### src/rtl/scpq_pkg.sv
// Package for the sorted cost priority queue: sizes, codes, item and control types.
`default_nettype none

package scpq_pkg;

	// Storage and field sizes.
	localparam int CAPACITY  = 64;
	localparam int COST_BITS = 32;
	localparam int ID_BITS   = 16;
	localparam int CNT_W     = $clog2(CAPACITY + 1);
	localparam int IDX_W     = $clog2(CAPACITY);

	// Operation codes of an input item.
	typedef enum logic [1:0] {
		FN_PUSH     = 2'd0,
		FN_POP      = 2'd1,
		FN_CONTAINS = 2'd2,
		FN_REMOVE   = 2'd3
	} func_t;

	// Status codes of a result item.
	typedef enum logic [1:0] {
		ST_OK        = 2'd0,
		ST_FULL      = 2'd1,
		ST_EMPTY     = 2'd2,
		ST_NOT_FOUND = 2'd3
	} status_t;

	// One input item.
	typedef struct packed {
		func_t                func;
		logic [COST_BITS-1:0] node_cost;
		logic [ID_BITS-1:0]   node_id;
	} req_item_t;

	// One result item.
	typedef struct packed {
		status_t              status;
		logic                 found;
		logic [COST_BITS-1:0] top_cost;
		logic [ID_BITS-1:0]   top_id;
		logic [CNT_W-1:0]     entry_count_out;
		logic                 is_empty;
	} rsp_item_t;

	// One stored queue entry.
	typedef struct packed {
		logic [COST_BITS-1:0] cost;
		logic [ID_BITS-1:0]   id;
	} entry_t;

	// Controller states.
	typedef enum logic [2:0] {
		S_IDLE,
		S_COMPARE,
		S_SEARCH,
		S_UPDATE,
		S_RESULT
	} ctrl_state_t;

	// Commands from the controller to the datapath.
	typedef struct packed {
		logic load;
		logic compare;
		logic step;
		logic update;
		logic emit;
	} cmd_t;

	// Status from the datapath to the controller.
	typedef struct packed {
		logic search_done;
		logic out_free;
	} sts_t;

endpackage

`default_nettype wire

### src/rtl/scpq_ctrl.sv
// Controller state machine of the sorted cost priority queue.
`default_nettype none

module scpq_ctrl (
	input  wire logic          clk,
	input  wire logic          arst_n,
	input  wire logic          req_valid,
	output logic               req_stall,
	input  wire scpq_pkg::sts_t sts,
	output scpq_pkg::cmd_t     cmd
);
	import scpq_pkg::*;

	ctrl_state_t state_q;
	ctrl_state_t state_nx;

	// State register.
	always_ff @(posedge clk or negedge arst_n) begin
		if (!arst_n) begin
			state_q <= S_IDLE;
		end else begin
			state_q <= state_nx;
		end
	end

	// Next state: one item goes through compare, search, update and result.
	always_comb begin
		state_nx = state_q;
		unique case (state_q)
			S_IDLE: begin
				if (req_valid) begin
					state_nx = S_COMPARE;
				end
			end
			S_COMPARE: begin
				state_nx = S_SEARCH;
			end
			S_SEARCH: begin
				if (sts.search_done) begin
					state_nx = S_UPDATE;
				end
			end
			S_UPDATE: begin
				state_nx = S_RESULT;
			end
			S_RESULT: begin
				if (sts.out_free) begin
					state_nx = S_IDLE;
				end
			end
			default: begin
				state_nx = S_IDLE;
			end
		endcase
	end

	// Commands and the input stall follow the current state.
	always_comb begin
		cmd         = '0;
		req_stall   = 1'b1;
		unique case (state_q)
			S_IDLE: begin
				req_stall = 1'b0;
				cmd.load  = req_valid;
			end
			S_COMPARE: begin
				cmd.compare = 1'b1;
			end
			S_SEARCH: begin
				cmd.step = !sts.search_done;
			end
			S_UPDATE: begin
				cmd.update = 1'b1;
			end
			S_RESULT: begin
				cmd.emit = sts.out_free;
			end
			default: begin
				cmd = '0;
			end
		endcase
	end

	// An item that is taken always moves on to the compare state.
	a_load_to_compare: assert property (@(posedge clk) disable iff (!arst_n)
		cmd.load |=> state_q == S_COMPARE)
		else $error("accepted item did not enter compare");

	// A result that is emitted returns the controller to idle.
	a_emit_to_idle: assert property (@(posedge clk) disable iff (!arst_n)
		cmd.emit |=> state_q == S_IDLE)
		else $error("controller did not return to idle after a result");

endmodule

`default_nettype wire

### config.mk
export PLATFORM = sky130hd
export DESIGN_NAME = scpq_ctrl
export DESIGN_NICKNAME = d
export VERILOG_FILES = /design/src/rtl/scpq_pkg.sv /design/src/rtl/scpq_ctrl.sv
export SDC_FILE = /design/constraint.sdc
export NUM_CORES = 1
export LEC_CHECK = 0
export BUFFER_PORTS_ARGS = -buffer_cell sky130_fd_sc_hd__buf_2
export CORE_AREA = 2 2 39 41
export DETAILED_ROUTE_END_ITERATION = 8
export DIE_AREA = 0 0 41 43
export PLACE_DENSITY = 0.46
export SETUP_SLACK_MARGIN = 0.4
export SLEW_MARGIN = 20
export SYNTH_ARGS = -nofsm -noshare
export SYNTH_HDL_FRONTEND = slang
export SYNTH_SLANG_ARGS = --single-unit
### constraint.sdc
create_clock -name clk -period 1 [get_ports clk]
set_input_delay 0.1 -clock clk [delete_from_list [all_inputs] [get_ports clk]]
set_output_delay 0.1 -clock clk [all_outputs]
set_load 0.01 [all_outputs]
# Yosys cells after proc, flatten, opt, wreduce, memory -nomap -nowiden
# Cells that the tools add are included.
[totals]
in_bits = 5
rom_bits = 0
output_inout_bits = 6
wordCells = 21
regBits = 3
mem_bits_rw = 0
mem_count = 0
latch_bits = 0
[classes]
bitwise = 0
mul = 0
n_div = 0
addsub = 0
shift = 0
eq_ne = 7
n_reduce_logical = 3
mux = 10
n_lt_le_gt_ge = 0
[ops]
columns = ["operator", "n"]
rows = [
  ["3-bit case mux with 5 select lines", 1],
  ["3-bit two-way mux", 3],
  ["3-bit by 2-bit equality test with 1-bit output, second input constant", 2],
  ["1-bit two-way mux", 6],
  ["2-bit inequality test, second input constant", 3],
  ["3-bit by 1-bit equality test with 1-bit output, second input constant", 1],
  ["3-bit equality test, second input constant", 1],
  ["3-bit zero test", 1],
  ["3-bit AND reduction", 1],
  ["1-bit zero test", 1],
]

# Logic depth before layout (Yosys ltp)
[logic_depth]
depth_word = 3
ltp_mapped = 3
ltp_nobuf = 2

# Worst setup path before layout
# No wires, ideal clock.
[synth_path]
path_kind = "reg2out"
start = "register state_q[0]"
end = "output port cmd[4] in the netlist's numbering"
arrival_ns = 1.014
path_buffers = 1
required_ns = 0.900
path_stages_with_launch = 4
slack_ns = -0.114
cell_sequence = "dfrtp_1 > buf_6 > or3_4 > nor2_2"
[synth_rtl]
columns = ["item", "line", "rtl"]
rows = [
  ["start: declaration", "scpq_ctrl.sv:14", "ctrl_state_t state_q;"],
  ["start signal: assignment", "scpq_ctrl.sv:22", "state_q <= state_nx;"],
  ["end: declaration", "scpq_ctrl.sv:10", "output scpq_pkg::cmd_t cmd"],
]

==> results.json <==
{
  "leakage_nw": 0.221,
  "status": "finished with violations",
  "cpPeakStageDelay_ns": 0.43,
  "htree_levels": 1,
  "max_cap_viol_count": 0,
  "first_pass_iters": 2,
  "async_flop_share": 1.00,
  "synth_edf_count": 0,
  "cp_slowest_cell": "dfrtp_2",
  "ir_drop_mv": 0.976,
  "yosysSeqAreaShare": 0.392,
  "worst_pin_slew_ns": 0.212,
  "cts_tree": "yes",
  "p_clk_frac": 0.146,
  "grt_first_pass_wirelength_um": 924,
  "finalHoldViolations": 0,
  "grtUsageMet3": 0.0628,
  "synth_commonest_cells": "3 x dfrtp_1, 2 x nor3_1, 2 x nor4b_1",
  "dp_worst_setup_slack_ns": -0.107,
  "grt_util_met2": 0.134,
  "synth_top_family_by_area": "simple AND/OR/NAND/NOR gates",
  "grt.total_usage": 0.0856,
  "fin_nets": 49,
  "overflow": 0,
  "cts_made_buffers": 3,
  "p_switching_mw": 0.543,
  "finalClockSkew_ns": 0.00622,
  "period_minus_slack_ns": 1.34,
  "wire_per_inst_um": 11.0,
  "crit_required_ns": 0.90,
  "synth-compound-area-share": 0,
  "postRouteAntennaNets": 0,
  "final_util": 0.333,
  "coreArea_um2": 1380,
  "endpoint_kind": "output pin",
  "viasPerCell": 3.71,
  "ioPinCount": 11,
  "totalWireLength_um": 648,
  "synth_xor_area_frac": 0.0458,
  "p_per_area_nw_per_um2": 3350,
  "top_register": "state_q",
  "muxShareOfSynthArea": 0.0523,
  "clk_latency_ns": 0.24,
  "area_growth_pct": 141,
  "io_buffers": 10,
  "dp.cells": 49,
  "fin_cells": 59,
  "gp_congestion": 0.727,
  "grt-busiest-layer": "met2",
  "switching_share": 0.353,
  "crit_buf_inv": 2,
  "synthAdderAreaFrac": 0,
  "pwr-share-comb": 0.691,
  "path_clk_slew_ns": 0.04,
  "synth_top_area_frac": 0.392,
  "ctsLongestPathBuffers": 2,
  "drcViolationCount": 0,
  "ys_types": 15,
  "largestRegisters": "state_q x3",
  "synth_area_leaders": "dfrtp_1 39%, nor4b_1 9.2%, buf_6 5.9%, or3_4 5.9%, mux2i_1 5.2%",
  "yosys_warnings": 0,
  "seq_power_share": 0.162,
  "largest_register_ff_count": 3,
  "critPathTopFamily": "flip-flops",
  "yosys.area.top_type": "dfrtp_1",
  "synthMostInstantiatedCell": "dfrtp_1",
  "rsz0062_at_grt": "true",
  "initial_utilization": 0.138,
  "root_buffer": "clkbuf_4",
  "tns_ns": -1.80,
  "antennaDiodeCount": 0,
  "power.internal_mw": 0.998,
  "synthSimpleGateAreaFrac": 0.392,
  "syn_inst": 19,
  "crit_fanout": 3,
  "die_x_um": 41,
  "clock-sinks": 3,
  "violations": "setup timing",
  "vias": 219,
  "fin_crit_sh": 1.34,
  "relSlewSlack": 0.854,
  "synth.cell_area_um2": 191,
  "layout-drive-gt1-share": 0.791,
  "min_path_type": "in2async",
  "antenna_found_initial": 0,
  "worst-setup-path-type": "reg2out",
  "synth.avg_cell_area_um2": 10.1,
  "crit_path_start_kind": "flip-flop",
  "syn_nets": 24,
  "dieArea_um2": 1760,
  "use_met1": 0.0877,
  "setup_ws_ns": -0.341,
  "synth_flop_cell": "dfrtp_1",
  "ys_ff_latch": 3,
  "fp.dieH_um": 43,
  "path_cells": "buf_12, nor4b_4, buf_2",
  "rows": 14,
  "setup_viol": 7,
  "cp.arrival_ns": 1.24,
  "slew_violations": 0,
  "max_freq_mhz": 746,
  "drt-initial-drc-count": 1,
  "grt_max_degree": 5,
  "grt_pass1_vias": 225
}
-- path summary, 6_finish.rpt --
check                             endpoint  startpoint  depth (start not counted)  slack, ns
max in group asynchronous       state_q[2]      arst_n                          2       0.69
worst min-delay path            state_q[1]      arst_n                          2       0.18
min in group clk                state_q[0]   req_valid                          3       0.18
worst max register to register  state_q[2]  state_q[2]                          4      -0.12
worst min register to register  state_q[0]  state_q[2]                          2       0.60
worst max-delay path                cmd[2]  state_q[2]                          3      -0.34
-- worst register-to-register path, cell delays in order (launching register included) --
cell     delay, ns
dfrtp_2       0.43
buf_6         0.13
buf_6         0.10
nor4b_2       0.14
or2_1         0.19
-- repair_timing --
item,in CTS,in global routing
endpoints found under the hold margin,3,0
buffers inserted,4,1
hold buffers,1,0
resized for setup,12,3
setup endpoints to repair,9,9
pin swaps,5,4
-- cells in the final DEF, fill, tap and decap left out --
master,netlist,final
inv_1,1,1
xnor2_2,0,1
nand2_1,1,1
buf_6,1,8
nor2_4,0,1
nor4b_2,0,1
nor3_2,0,2
dfrtp_2,0,1
and3b_2,0,1
dlygate4sd3_1,0,1
nor4b_4,0,1
buf_2,0,8
buf_12,0,1
clkbuf_4,0,3
nor3b_2,0,1
buf_4,1,4
clkbuf_1,0,1
nor2_1,1,1
or3_4,1,1
or2_1,1,1
dfrtp_1,3,2
mux2i_1,1,1
-- layout make-up --
class                      count  area (um^2)
multi-input combinational     13          144
timing repair buffer          22          190
sequential                     3         76.3
tap                           16         20.0
fill                         136          923
inverter                       1         3.75
clock buffer                   4         26.3
-- per-layer routing --
| layer | wire length [um] | share of wire | vias up |
|---|---|---|---|
| li1 | - | - | 113 |
| met1 | 241 | 0.37 | 99 |
| met2 | 344 | 0.53 | 7 |
| met3 | 62 | 0.096 | 0 |
| met4 | 0 | 0 | 0 |
| met5 | 0 | 0 | - |
-- power groups by stage --
stage	combinational, mW	sequential, mW	clock [mW]
CTS	0.969	0.248	0.232
global route	1.13	0.256	0.246
detailed placement	0.597	0.260	0
floorplan	0.413	0.225	0
global placement	0.597	0.266	0
finish	1.06	0.250	0.226
-- stage by stage --
| step | instance area, um^2 | hold slack, ns | total power [mW] |
|---|---|---|---|
| after floorplan | 206 | -0.196 | 0.638 |
| after global placement | 299 | -0.101 | 0.863 |
| after detailed placement | 299 | -0.103 | 0.857 |
| after CTS | 434 | 0.177 | 1.45 |
| after global routing | 460 | 0.186 | 1.64 |
| final | 460 | 0.183 | 1.54 |
-- cells by family after synthesis --
| family | count (synthesis) |
|---|---|
| buf+inv | 3 |
| simple gates | 11 |
| flops | 3 |
| mux | 1 |
| xor+xnor | 1 |
No activity file was read; power rests on OpenSTA's default activity.
